[src/design/tcw_pkg.sv]
`default_nettype none

package tcw_pkg;

    // Screen geometry defaults
    localparam int SCREEN_COLS_DEF = 80;
    localparam int SCREEN_ROWS_DEF = 25;

    // Fixed field widths
    localparam int CHAR_W   = 8;
    localparam int ATTR_W   = 8;
    localparam int ADDR_W   = 11;
    localparam int DATA_W   = 16;
    localparam int ROW_OUT_W = 5;
    localparam int COL_OUT_W = 7;
    localparam int CNT_W    = 18;

    localparam logic [CHAR_W-1:0] CH_CR      = 8'h0D;
    localparam logic [CHAR_W-1:0] CH_LF      = 8'h0A;
    localparam logic [ATTR_W-1:0] ATTR_RESET = 8'h0C;
    localparam logic [CNT_W-1:0]  COUNT_TOP  = 18'd131072;

    // Front-to-back queue depth
    localparam int Q_DEPTH = 2;
    localparam int Q_PTR_W = $clog2(Q_DEPTH);
    localparam int Q_CNT_W = $clog2(Q_DEPTH + 1);

    typedef enum logic [1:0] {
        CLS_PRINT,
        CLS_CR,
        CLS_LF
    } t_cls;

    typedef struct packed {
        t_cls              cls;
        logic [CHAR_W-1:0] ch;
        logic              last;
    } t_cmd;

endpackage

`default_nettype wire

[src/design/tcw_in_if.sv]
`default_nettype none

interface tcw_in_if
    import tcw_pkg::*;
();
    logic              valid;
    logic              ready;
    logic [CHAR_W-1:0] char_byte;
    logic              last_char;

    modport source (output valid, output char_byte, output last_char, input ready);
    modport sink   (input valid, input char_byte, input last_char, output ready);
endinterface

`default_nettype wire

[src/design/tcw_out_if.sv]
`default_nettype none

interface tcw_out_if
    import tcw_pkg::*;
();
    logic                 valid;
    logic                 ready;
    logic                 cell_write;
    logic [ADDR_W-1:0]    cell_address;
    logic [DATA_W-1:0]    cell_data;
    logic                 scroll_up;
    logic [ROW_OUT_W-1:0] cursor_row_out;
    logic [COL_OUT_W-1:0] cursor_col_out;
    logic [CNT_W-1:0]     chars_done;

    modport source (
        output valid, output cell_write, output cell_address, output cell_data,
        output scroll_up, output cursor_row_out, output cursor_col_out,
        output chars_done, input ready
    );
    modport sink (
        input valid, input cell_write, input cell_address, input cell_data,
        input scroll_up, input cursor_row_out, input cursor_col_out,
        input chars_done, output ready
    );
endinterface

`default_nettype wire

[src/design/tcw_front.sv]
`default_nettype none

// Accepts characters, classifies them and queues commands for the back end.
module tcw_front
    import tcw_pkg::*;
(
    input  wire         i_clk,
    input  wire         i_rst_n,
    tcw_in_if.sink      i_in,
    output logic        o_cmd_valid,
    output t_cmd        o_cmd,
    input  wire         i_cmd_pop
);

    t_cmd                r_q [Q_DEPTH];
    logic [Q_PTR_W-1:0]  r_wr_ptr;
    logic [Q_PTR_W-1:0]  r_rd_ptr;
    logic [Q_CNT_W-1:0]  r_count;

    t_cmd cls_cmd;
    logic push;
    logic pop;

    always_comb begin
        cls_cmd.ch   = i_in.char_byte;
        cls_cmd.last = i_in.last_char;
        priority if (i_in.char_byte == CH_CR) begin
            cls_cmd.cls = CLS_CR;
        end else if (i_in.char_byte == CH_LF) begin
            cls_cmd.cls = CLS_LF;
        end else begin
            cls_cmd.cls = CLS_PRINT;
        end
    end

    assign i_in.ready  = (r_count != Q_CNT_W'(Q_DEPTH));
    assign push        = i_in.valid && i_in.ready;
    assign o_cmd_valid = (r_count != '0);
    assign o_cmd       = r_q[r_rd_ptr];
    assign pop         = i_cmd_pop && o_cmd_valid;

    always_ff @(posedge i_clk) begin
        if (!i_rst_n) begin
            r_wr_ptr <= '0;
            r_rd_ptr <= '0;
            r_count  <= '0;
        end else begin
            if (push) begin
                r_wr_ptr <= (r_wr_ptr == Q_PTR_W'(Q_DEPTH - 1)) ? '0 : r_wr_ptr + 1'b1;
            end
            if (pop) begin
                r_rd_ptr <= (r_rd_ptr == Q_PTR_W'(Q_DEPTH - 1)) ? '0 : r_rd_ptr + 1'b1;
            end
            if (push && !pop) begin
                r_count <= r_count + 1'b1;
            end else if (pop && !push) begin
                r_count <= r_count - 1'b1;
            end
        end
    end

    always_ff @(posedge i_clk) begin
        if (push) begin
            r_q[r_wr_ptr] <= cls_cmd;
        end
    end

`ifndef SYNTHESIS
    a_count_bound: assert property (@(posedge i_clk) disable iff (!i_rst_n)
        r_count <= Q_CNT_W'(Q_DEPTH))
        else $error("queue count above depth");
    a_push_full: assert property (@(posedge i_clk) disable iff (!i_rst_n)
        (r_count == Q_CNT_W'(Q_DEPTH)) && !pop |=> r_count == Q_CNT_W'(Q_DEPTH))
        else $error("full queue lost an entry without a pop");
    a_empty_stays: assert property (@(posedge i_clk) disable iff (!i_rst_n)
        (r_count == '0) && !i_in.valid |=> r_count == '0)
        else $error("queue filled without an input item");
`endif

endmodule

`default_nettype wire

[src/design/tcw_back.sv]
`default_nettype none

// Cursor state, cell address/data and request count; registered result.
module tcw_back
    import tcw_pkg::*;
#(
    parameter int SCREEN_COLS = SCREEN_COLS_DEF,
    parameter int SCREEN_ROWS = SCREEN_ROWS_DEF
) (
    input  wire               i_clk,
    input  wire               i_rst_n,
    input  wire               i_cmd_valid,
    input  wire t_cmd         i_cmd,
    output logic              o_cmd_pop,
    input  wire [ATTR_W-1:0]  i_attr,
    tcw_out_if.source         o_res
);

    localparam int COL_W  = $clog2(SCREEN_COLS);
    localparam int ROW_W  = $clog2(SCREEN_ROWS);
    localparam int FULL_W = $clog2(SCREEN_COLS * SCREEN_ROWS);

    logic [ROW_W-1:0] r_row, n_row;
    logic [COL_W-1:0] r_col, n_col;
    logic [CNT_W-1:0] r_cnt, n_cnt;

    logic             r_out_valid;
    logic             r_out_wr, n_out_wr;
    logic [ADDR_W-1:0] r_out_addr, n_out_addr;
    logic [DATA_W-1:0] r_out_data, n_out_data;
    logic             r_out_scroll, n_out_scroll;
    logic [CNT_W-1:0] r_out_cnt, n_out_cnt;

    logic [FULL_W-1:0] addr_full;
    logic              at_last_row;
    logic              at_last_col;

    assign o_cmd_pop   = i_cmd_valid && (!r_out_valid || o_res.ready);
    assign addr_full   = FULL_W'(r_row) * FULL_W'(SCREEN_COLS) + FULL_W'(r_col);
    assign at_last_row = (r_row == ROW_W'(SCREEN_ROWS - 1));
    assign at_last_col = (r_col == COL_W'(SCREEN_COLS - 1));

    always_comb begin
        n_row        = r_row;
        n_col        = r_col;
        n_out_wr     = 1'b0;
        n_out_addr   = '0;
        n_out_data   = '0;
        n_out_scroll = 1'b0;
        unique case (i_cmd.cls)
            CLS_CR: begin
                n_col = '0;
            end
            CLS_LF: begin
                n_col = '0;
                if (at_last_row) begin
                    n_out_scroll = 1'b1;
                end else begin
                    n_row = r_row + 1'b1;
                end
            end
            CLS_PRINT: begin
                n_out_wr   = 1'b1;
                n_out_addr = ADDR_W'(addr_full);
                n_out_data = {i_attr, i_cmd.ch};
                if (at_last_col) begin
                    n_col = '0;
                    if (at_last_row) begin
                        n_out_scroll = 1'b1;
                    end else begin
                        n_row = r_row + 1'b1;
                    end
                end else begin
                    n_col = r_col + 1'b1;
                end
            end
            default: begin
                n_row = r_row;
            end
        endcase
        // Saturating count; the item reports its own count, then clears on last
        n_out_cnt = (r_cnt == COUNT_TOP) ? r_cnt : r_cnt + 1'b1;
        n_cnt     = i_cmd.last ? '0 : n_out_cnt;
    end

    always_ff @(posedge i_clk) begin
        if (!i_rst_n) begin
            r_row       <= '0;
            r_col       <= '0;
            r_cnt       <= '0;
            r_out_valid <= 1'b0;
        end else begin
            if (o_cmd_pop) begin
                r_row       <= n_row;
                r_col       <= n_col;
                r_cnt       <= n_cnt;
                r_out_valid <= 1'b1;
            end else if (o_res.ready) begin
                r_out_valid <= 1'b0;
            end
        end
    end

    always_ff @(posedge i_clk) begin
        if (o_cmd_pop) begin
            r_out_wr     <= n_out_wr;
            r_out_addr   <= n_out_addr;
            r_out_data   <= n_out_data;
            r_out_scroll <= n_out_scroll;
            r_out_cnt    <= n_out_cnt;
        end
    end

    assign o_res.valid          = r_out_valid;
    assign o_res.cell_write     = r_out_wr;
    assign o_res.cell_address   = r_out_addr;
    assign o_res.cell_data      = r_out_data;
    assign o_res.scroll_up      = r_out_scroll;
    assign o_res.cursor_row_out = ROW_OUT_W'(r_row);
    assign o_res.cursor_col_out = COL_OUT_W'(r_col);
    assign o_res.chars_done     = r_out_cnt;

`ifndef SYNTHESIS
    a_row_range: assert property (@(posedge i_clk) disable iff (!i_rst_n)
        r_row <= ROW_W'(SCREEN_ROWS - 1))
        else $error("cursor row off screen");
    a_col_range: assert property (@(posedge i_clk) disable iff (!i_rst_n)
        r_col <= COL_W'(SCREEN_COLS - 1))
        else $error("cursor column off screen");
    a_scroll_bottom: assert property (@(posedge i_clk) disable iff (!i_rst_n)
        r_out_valid && r_out_scroll |-> at_last_row && (r_col == '0))
        else $error("scroll request without cursor at start of bottom row");
    a_cnt_range: assert property (@(posedge i_clk) disable iff (!i_rst_n)
        r_cnt <= COUNT_TOP)
        else $error("request count above saturation");
`endif

endmodule

`default_nettype wire

[src/design/text_console_writer.sv]
// Channel  Dir  Handshake      Payload
// i_in     in   valid/ready    char_byte[7:0], last_char
// o_res    out  valid/ready    cell_write, cell_address[10:0], cell_data[15:0],
//                              scroll_up, cursor_row_out[4:0], cursor_col_out[6:0],
//                              chars_done[17:0]
// cfg      in   i_cfg_we       i_cfg_wdata[7:0] -> text attribute
//
// One item per cycle sustained while the output is not stalled; an accepted
// item passes through a queue slot and then the result register before its
// result can leave.
// The cursor update in the back end is the per-item loop; it closes through the cursor registers.
// Reset (synchronous, active low) homes the cursor, clears the count, empties
// the queue and loads attribute 0x0C.
// A stalled output keeps accepting until the two-entry queue fills.
`default_nettype none

module text_console_writer
    import tcw_pkg::*;
#(
    parameter int SCREEN_COLS = SCREEN_COLS_DEF,
    parameter int SCREEN_ROWS = SCREEN_ROWS_DEF
) (
    input  wire              i_clk,
    input  wire              i_rst_n,
    tcw_in_if.sink           i_in,
    tcw_out_if.source        o_res,
    input  wire              i_cfg_we,
    input  wire [ATTR_W-1:0] i_cfg_wdata
);

    // Attribute register; written only while the block is idle is the user's duty, the block does not enforce it.
    logic [ATTR_W-1:0] r_attr;

    // Front-to-back command path
    logic cmd_valid;
    t_cmd cmd;
    logic cmd_pop;

    always_ff @(posedge i_clk) begin
        if (!i_rst_n) begin
            r_attr <= ATTR_RESET;
        end else if (i_cfg_we) begin
            r_attr <= i_cfg_wdata;
        end
    end

    // Front end: accept, classify CR / LF / printable, queue.
    tcw_front u_front (
        .i_clk       (i_clk),
        .i_rst_n     (i_rst_n),
        .i_in        (i_in),
        .o_cmd_valid (cmd_valid),
        .o_cmd       (cmd),
        .i_cmd_pop   (cmd_pop)
    );

    // Back end: cursor, cell write, count, result register.
    tcw_back #(
        .SCREEN_COLS (SCREEN_COLS),
        .SCREEN_ROWS (SCREEN_ROWS)
    ) u_back (
        .i_clk       (i_clk),
        .i_rst_n     (i_rst_n),
        .i_cmd_valid (cmd_valid),
        .i_cmd       (cmd),
        .o_cmd_pop   (cmd_pop),
        .i_attr      (r_attr),
        .o_res       (o_res)
    );

endmodule

`default_nettype wire

[src/flat_wrapper.sv]
// flat-port wrapper written by rule: the top's interface ports become plain ports
module text_console_writer_flat import tcw_pkg::*;
#(
    parameter int SCREEN_COLS = SCREEN_COLS_DEF,
    parameter int SCREEN_ROWS = SCREEN_ROWS_DEF
)
  (i_clk, i_rst_n, i_cfg_we, i_cfg_wdata, i_in_valid, i_in_char_byte, i_in_last_char, i_in_ready, o_res_valid, o_res_cell_write, o_res_cell_address, o_res_cell_data, o_res_scroll_up, o_res_cursor_row_out, o_res_cursor_col_out, o_res_chars_done, o_res_ready);
  tcw_in_if i_in_i ();
  tcw_out_if o_res_i ();
  input  wire i_clk;
  input  wire i_rst_n;
  input  wire i_cfg_we;
  input  wire [ATTR_W-1:0] i_cfg_wdata;
  input wire logic [$bits(i_in_i.valid)-1:0] i_in_valid;
  input wire logic [$bits(i_in_i.char_byte)-1:0] i_in_char_byte;
  input wire logic [$bits(i_in_i.last_char)-1:0] i_in_last_char;
  output wire logic [$bits(i_in_i.ready)-1:0] i_in_ready;
  output wire logic [$bits(o_res_i.valid)-1:0] o_res_valid;
  output wire logic [$bits(o_res_i.cell_write)-1:0] o_res_cell_write;
  output wire logic [$bits(o_res_i.cell_address)-1:0] o_res_cell_address;
  output wire logic [$bits(o_res_i.cell_data)-1:0] o_res_cell_data;
  output wire logic [$bits(o_res_i.scroll_up)-1:0] o_res_scroll_up;
  output wire logic [$bits(o_res_i.cursor_row_out)-1:0] o_res_cursor_row_out;
  output wire logic [$bits(o_res_i.cursor_col_out)-1:0] o_res_cursor_col_out;
  output wire logic [$bits(o_res_i.chars_done)-1:0] o_res_chars_done;
  input wire logic [$bits(o_res_i.ready)-1:0] o_res_ready;
  assign i_in_i.valid = i_in_valid;
  assign i_in_i.char_byte = i_in_char_byte;
  assign i_in_i.last_char = i_in_last_char;
  assign i_in_ready = i_in_i.ready;
  assign o_res_valid = o_res_i.valid;
  assign o_res_cell_write = o_res_i.cell_write;
  assign o_res_cell_address = o_res_i.cell_address;
  assign o_res_cell_data = o_res_i.cell_data;
  assign o_res_scroll_up = o_res_i.scroll_up;
  assign o_res_cursor_row_out = o_res_i.cursor_row_out;
  assign o_res_cursor_col_out = o_res_i.cursor_col_out;
  assign o_res_chars_done = o_res_i.chars_done;
  assign o_res_i.ready = o_res_ready;
  text_console_writer #(.SCREEN_COLS(SCREEN_COLS), .SCREEN_ROWS(SCREEN_ROWS)) u_core (.i_clk(i_clk), .i_rst_n(i_rst_n), .i_in(i_in_i), .o_res(o_res_i), .i_cfg_we(i_cfg_we), .i_cfg_wdata(i_cfg_wdata));
endmodule
[config.mk]
export PLATFORM = sky130hd
export DESIGN_NAME = text_console_writer_flat
export DESIGN_NICKNAME = d
export VERILOG_FILES = /design/src/design/tcw_pkg.sv /design/src/design/tcw_in_if.sv /design/src/design/tcw_out_if.sv /design/src/design/tcw_front.sv /design/src/design/tcw_back.sv /design/src/design/text_console_writer.sv /design/src/flat_wrapper.sv
export SDC_FILE = /design/constraint.sdc
export NUM_CORES = 1
export LEC_CHECK = 0
export BUFFER_PORTS_ARGS = -buffer_cell sky130_fd_sc_hd__buf_4
export CELL_PAD_IN_SITES_DETAIL_PLACEMENT = 0
export CELL_PAD_IN_SITES_GLOBAL_PLACEMENT = 1
export CORE_UTILIZATION = 40
export DETAILED_ROUTE_END_ITERATION = 8
export PLACE_DENSITY_LB_ADDON = 0.25
export SYNTH_ARGS = -nofsm -noshare
export SYNTH_HDL_FRONTEND = slang
export SYNTH_SLANG_ARGS = --single-unit
export TNS_END_PERCENT = 5
[constraint.sdc]
create_clock -name i_clk -period 7.5 [get_ports i_clk]
set_input_delay 0 -clock i_clk [delete_from_list [all_inputs] [get_ports i_clk]]
set_output_delay 0 -clock i_clk [all_outputs]
set_load 0.02 [all_outputs]
==> results of run 1 <==
[sequential cells by signal (all words and copies together) (netlist names), 2 cells and up, named ones only]
signal,count
u_core.u_back.r_cnt,18
u_core.u_front.r_count,2
u_core.u_front.r_q,22
u_core.u_back.o_res.cell_data,16
u_core.u_back.o_res.chars_done,18
u_core.u_back.o_res.cell_address,11
u_core.u_back.o_res.cursor_row_out,5
u_core.r_attr,8
u_core.u_back.o_res.cursor_col_out,7
[cells in the final DEF (no fill, tap or decap), types with 10 or more instances in the layout]
master	n
nor4_1	10
nand2_1	22
dlygate4sd3_1	29
inv_1	10
ha_1	15
nand3_1	18
nor2_1	30
edfxtp_1	69
buf_4	83
dfxtp_1	44
xor2_1	10
o21ai_0	16
xnor2_1	12
a21oi_1	22
mux2i_1	21
clkbuf_16	17
nor2b_1	18
[synthesized netlist by cell type, types with 5 or more instances]
master / instances / share of area
buf_2: 5 / 0.0048
nor2b_1: 18 / 0.022
nand3_1: 18 / 0.017
nand4_1: 9 / 0.011
ha_1: 15 / 0.036
or3_1: 7 / 0.0085
or4_1: 6 / 0.0087
xnor2_1: 12 / 0.020
dfxtp_1: 44 / 0.17
xor2_1: 10 / 0.017
o31ai_1: 6 / 0.0087
o21ai_0: 16 / 0.015
nor2_1: 30 / 0.022
edfxtp_1: 69 / 0.40
inv_1: 10 / 0.0072
mux2i_1: 21 / 0.041
nand2b_1: 7 / 0.0085
nor4_1: 10 / 0.012
nand2_1: 22 / 0.016
clkbuf_1: 10 / 0.0072
a21oi_1: 22 / 0.021
[worst paths after layout]
| check | to | slack (ns) |
|---|---|---|
| max | u_core.u_back.r_cnt[8]$_SDFFE_PN0P_ | 4.84 |
| min | u_core.u_back.o_res.valid$_SDFFE_PN0P_ | 0.06 |
| max reg2reg | u_core.u_back.r_cnt[8]$_SDFFE_PN0P_ | 4.84 |
| min reg2reg | u_core.u_front.r_rd_ptr$_SDFFE_PN0P_ | 0.52 |
[tightest hold or removal path, stage by stage]
cell and delay [ns]:
buf_4 0.10, nand2b_1 0.22, a21oi_1 0.09
[through the flow]
stage	hold slack [ns]	area (um^2)
6_report	0.05626	6740
5_1_grt	0.09486	6740
4_1_cts	0.03522	6740
3_5_place_dp	0.1960	5896
3_3_place_gp	0.1949	5896
2_1_floorplan	0.09887	5180
[metal layers]
layer	part of all wire	wire (um)	track usage
met1	0.46	5127	0.2224
met3	0.040	442	0.04759
met5	0	0	0
met2	0.49	5464	0.2857
met4	0.013	146	0.09145
[where the power goes]
group	internal (W)	switching, W	total, W
registers	0.000849	0.0000722	0.000922
logic	0.000242	0.000424	0.000667
clock network	0.000482	0.000275	0.000757
[logic make-up after synthesis]
family	Yosys count	synth area share
AO/OA/AOI/OAI	79	0.1010
multiplexers	23	0.04493
buffers and inverters	34	0.03164
flip-flops	113	0.5700
XOR/XNOR	23	0.04154
AND/OR/NAND/NOR	154	0.1669
adder cells (fa/ha/maj)	17	0.04396
[final cells by class]
cell class                 count  area (um^2)
fill                        1136         5879
sequential                   113         2953
multi-input combinational    296         2063
timing repair buffer         112        913.4
clock buffer                  20        436.7
tap                          172        215.2
clock inverter                12        117.6
inverter                      11        41.29
==> impl_metrics.csv, run 1 <==
group,metric,value,unit
setup_path,start_kind,"register",
cts,worstSkewPairLatency,0.42,ns
die,io_pins,83,
min_path,hp-start,"o_res_ready",
cts,cts_resized,0,
min_path,hp-class,"in2reg",
layout,n_antenna_cell,0,
outcome,outcome,"complete, no violations",
timing,fin_crit_sh,0.3545,
cts,cts_tree,"yes",
cts,clockRootBuffer,"clkbuf_16",
layout,layout.nets,590,
cts,clk_path_buf_depth,2,
layout,area_growth,30.12,%
setup_path,cp-end-kind,"register",
timing,clock_skew,0.008086,ns
detailed_routing,routed_wl,11180,um
placed_design,dp_cells,675,
logic_synthesis,synth-seq-cells,113,
die,rows,41,
setup_path,path_max_fanout,55,
detailed_routing,avgRoutedWirePerCell,15.19,um
global_routing,antenna_found_initial,0,
pwr,p_per_area,348.0,nW/um^2
cts,postCtsSetupRepairBufs,0,
global_routing,grt_pass1_wl,17800,um
global_routing,grt_max_degree,56,
timing,setup_viol_count_final,0,
die,dieWidth,115.8,um
setup_path,path_cells,"or2_2, nand2_1, inv_2, a21boi_0, o21a_1",
timing,fin_ws,4.841,ns
run,cap_violations,0,
timing,tightest_slew,1.164,ns
detailed_routing,avgViaCountPerCell,5.126,
detailed_routing,first_pass_iters,5,
logic_synthesis,ys.flop_type,"edfxtp_1",
die,initial_core_util,0.4105,
logic_synthesis,yosysWarnings,0,
detailed_routing,num_vias,3773,
logic_synthesis,synth-edff-count,69,
die,die_h,115.8,um
layout,drive_above_1_share,0.2181,
die,die_area,13410,um^2
cts,hold_buffers,29,
setup_path,startpoint,"u_core.u_front.r_count[0]$_SDFFE_PN0P_",
pwr,p_leak,2.651,nW
logic_synthesis,ys_seq_area_frac,0.5700,
timing,grt_setup_unrepaired,"no",
timing,fin_crit,2.659,ns
cts,htree_levels,4,
logic_synthesis,synthDistinctLibCells,63,
setup_path,cp.required,7.80,ns
logic_synthesis,async_flop_share,0,
timing,hold_viol_final,0,
pwr,power,0.002345,W
setup_path,critical-path-top-delay-family,"buffers and inverters",
setup_path,cp.arrival,2.96,ns
min_path,hold_depth,3,
global_routing,grt.total_usage,0.1786,
timing,slew_headroom,0.2237,
detailed_routing,drt_first_iter_violations,207,
setup_path,critPathBufInv,1,
setup_path,r2r_cells,5,
timing,final_max_slew_viol_count,0,
cts,clkSinkCount,113,
placed_design,preCtsSetupSlack,4.795,ns
placed_design,hpwl,7409,um
layout,final_util,0.5341,
logic_synthesis,syn_avg_cell_area,11.69,um^2
cts,clkTransAtPathRegs,0.05,ns
setup_path,max_stage_delay,1.03,ns
timing,fmax,376.1,MHz
setup_path,path_class,"reg2reg",
timing,setup-tns-final,0,ns
setup_path,reg2reg_from,"u_core.u_front.r_count[0]$_SDFFE_PN0P_",
global_routing,grt_overflow,0,
layout,finalNonFillerCells,736,
setup_path,cp.depth,5,
logic_synthesis,syn_nets,482,
global_routing,grt_pass1_vias,3545,
cts,cts-buffers-inserted,17,
setup_path,slowest_stage,"inv_2",
logic_synthesis,syn_area,5180,um^2
placed_design,io_buffers,82,
pwr,peakVddDrop,0.1923,mV
logic_synthesis,synthCells,443,
detailed_routing,postRouteAntennaNets,0,
die,core_area,12620,um^2
placed_design,gp_congestion,0.7920,
detailed_routing,route.detailed.drc,0,
Power figures use the tool's default switching activity.
==> run 2: changes to the inputs <==
Clock period 7.5 ns to 2.4 ns, I/O delays scaled along.
==> run 2 against run 1 <==
Register-to-register slack lost 4.7 ns. Sequential share of layout area shrank 1.5 points. Routed wire length rose by 4.4%.
==> impl_metrics.csv, run 2 (synthesis results as in run 1) <==
group,metric,value,unit
placed_design,io_buffers,82,
global_routing,grt_overflow,0,
layout,area_growth,34.78,%
setup_path,path_max_fanout,3,
timing,fin_ws,0.1115,ns
pwr,power,0.007746,W
die,die_h,115.8,um
detailed_routing,first_pass_iters,4,
setup_path,endpoint,"u_core.u_back.o_res.cell_address[10]$_SDFFCE_PN0P_",
setup_path,slowest_stage,"fa_2",
timing,fin_crit_sh,0.9535,
die,core_area,12620,um^2
layout,drive_above_1_share,0.2573,
global_routing,antenna_found_initial,0,
cts,clk_path_buf_depth,2,
setup_path,r2r-end,"u_core.u_back.o_res.cell_address[10]$_SDFFCE_PN0P_",
cts,cts-buffers-inserted,17,
timing,slew_headroom,0.4988,
layout,layout.nets,609,
layout,largest_reg_flops,22,
setup_path,startpoint,"u_core.u_back.o_res.cursor_row_out[3]$_SDFFE_PN0P_",
pwr,peakVddDrop,0.5913,mV
cts,htree_levels,4,
layout,seqCellArea,2954,um^2
timing,final_max_slew_viol_count,0,
placed_design,preCtsSetupSlack,0.02173,ns
placed_design,dp_cells,694,
detailed_routing,num_vias,3876,
setup_path,reg2reg_from,"u_core.u_back.o_res.cursor_row_out[3]$_SDFFE_PN0P_",
die,die_area,13410,um^2
detailed_routing,avgRoutedWirePerCell,15.46,um
outcome,outcome,"complete, no violations",
detailed_routing,route.detailed.drc,0,
setup_path,r2r_slack,0.11,ns
layout,finalNonFillerCells,755,
layout,n_antenna_cell,0,
cts,clockRootBuffer,"clkbuf_16",
timing,fmax,437.0,MHz
die,dieWidth,115.8,um
setup_path,max_stage_delay,0.40,ns
setup_path,path_class,"reg2reg",
setup_path,cp.required,2.57,ns
timing,grt_setup_unrepaired,"no",
setup_path,path_cells,"ha_1, ha_4, fa_2, xor2_2, and4b_1, xnor3_1, and2_1",
global_routing,grt.total_usage,0.1849,
die,rows,41,
layout,final_cell_mix,"102 x buf_4, 69 x edfxtp_1, 43 x dfxtp_1, 30 x nor2_1, 29 x dlygate4sd3_1",
setup_path,r2r_cells,7,
layout,n_fill_cell,1104,
cts,postCtsSetupRepairBufs,0,
cts,clkTransAtPathRegs,0.05,ns
detailed_routing,drt_first_iter_violations,213,
detailed_routing,avgViaCountPerCell,5.134,
die,initial_core_util,0.4105,
timing,hold_viol_final,0,
global_routing,grt_pass1_wl,18480,um
global_routing,grt_max_degree,30,
timing,setup-tns-final,0,ns
min_path,hp-class,"in2reg",
timing,setup_viol_count_final,0,
detailed_routing,postRouteAntennaNets,0,
layout,multi_input_area,2086,um^2
detailed_routing,routed_wl,11670,um
run,cap_violations,0,
setup_path,start_kind,"register",
timing,tightest_slew,0.7451,ns
cts,worstSkewPairLatency,0.42,ns
placed_design,gp_congestion,0.8193,
layout,top_register,"u_core.u_front.r_q",
cts,cts_tree,"yes",
cts,clkSinkCount,113,
layout,final_util,0.5532,
pwr,p_per_area,1109,nW/um^2
setup_path,cp.arrival,2.46,ns
global_routing,grt_pass1_vias,3686,
setup_path,cp-end-kind,"register",
pwr,p_leak,2.785,nW
timing,clock_skew,0.009037,ns
layout,final_common_cell,"buf_4",
placed_design,hpwl,7804,um
timing,fin_crit,2.289,ns
die,io_pins,83,
run 2: per-layer routing:
layer	part of all wire	wire length, um	track usage	up-vias
li1	-	-	-	1906
met1	0.46	5378	0.2382	1892
met2	0.49	5732	0.2897	64
met3	0.034	391	0.05910	14
met4	0.014	167	0.07179	0
met5	0	0	0	-
run 2: metrics by stage:
stage	hold slack, ns	area (um^2)
finish	0.05994	6982
global route	0.07815	6982
CTS	0.03371	6958
detailed placement	0.1925	6040
global placement	0.1889	6040
floorplan	0.09887	5181
run 2: worst min-delay path by stage:
stage                                             end  slack (ns)  depth (start not counted)            from
6_report       u_core.u_back.o_res.valid$_SDFFE_PN0P_        0.06                          3     o_res_ready
5_1_grt        u_core.u_back.o_res.valid$_SDFFE_PN0P_        0.08                          3     o_res_ready
4_1_cts        u_core.u_back.o_res.valid$_SDFFE_PN0P_        0.03                          3     o_res_ready
3_5_place_dp       u_core.u_front.r_q[1][0]$_DFFE_PP_        0.19                          1  i_in_last_char
3_3_place_gp       u_core.u_front.r_q[0][0]$_DFFE_PP_        0.19                          1  i_in_last_char
2_1_floorplan      u_core.u_front.r_q[0][0]$_DFFE_PP_         0.1                          0  i_in_last_char
run 2: area by class of cell:
type	count	area share
tap	172	0.03082
multi-input combinational	296	0.2987
clock buffer	24	0.07186
timing repair buffer	131	0.1513
sequential	113	0.4231
clock inverter	8	0.01810
inverter	11	0.006093
run 2: worst max-delay path, delay by kind of cell, from the launching register on:
kind | cells | cell delay (ns)
DFF | 1 | 0.31
xor gates and xnor gates | 2 | 0.42
and+or+nand+nor | 2 | 0.41
adders and majority gates | 3 | 0.91
run 2: repair_timing:
action                                 CTS  global route
resized for setup                        0             5
hold buffers                            29             0
setup endpoints to repair                0             1
endpoints found under the hold margin   38             0
run 2: report_power, final:
| group | leakage, nW | switching, W | total, W | internal, W |
|---|---|---|---|---|
| registers | 1.03 | 0.000173 | 0.00281 | 0.00264 |
| logic | 1.46 | 0.00142 | 0.00229 | 0.000869 |
| clock network | 0.299 | 0.000874 | 0.00264 | 0.00177 |
| total | 2.78 | 0.00247 | 0.00775 | 0.00527 |
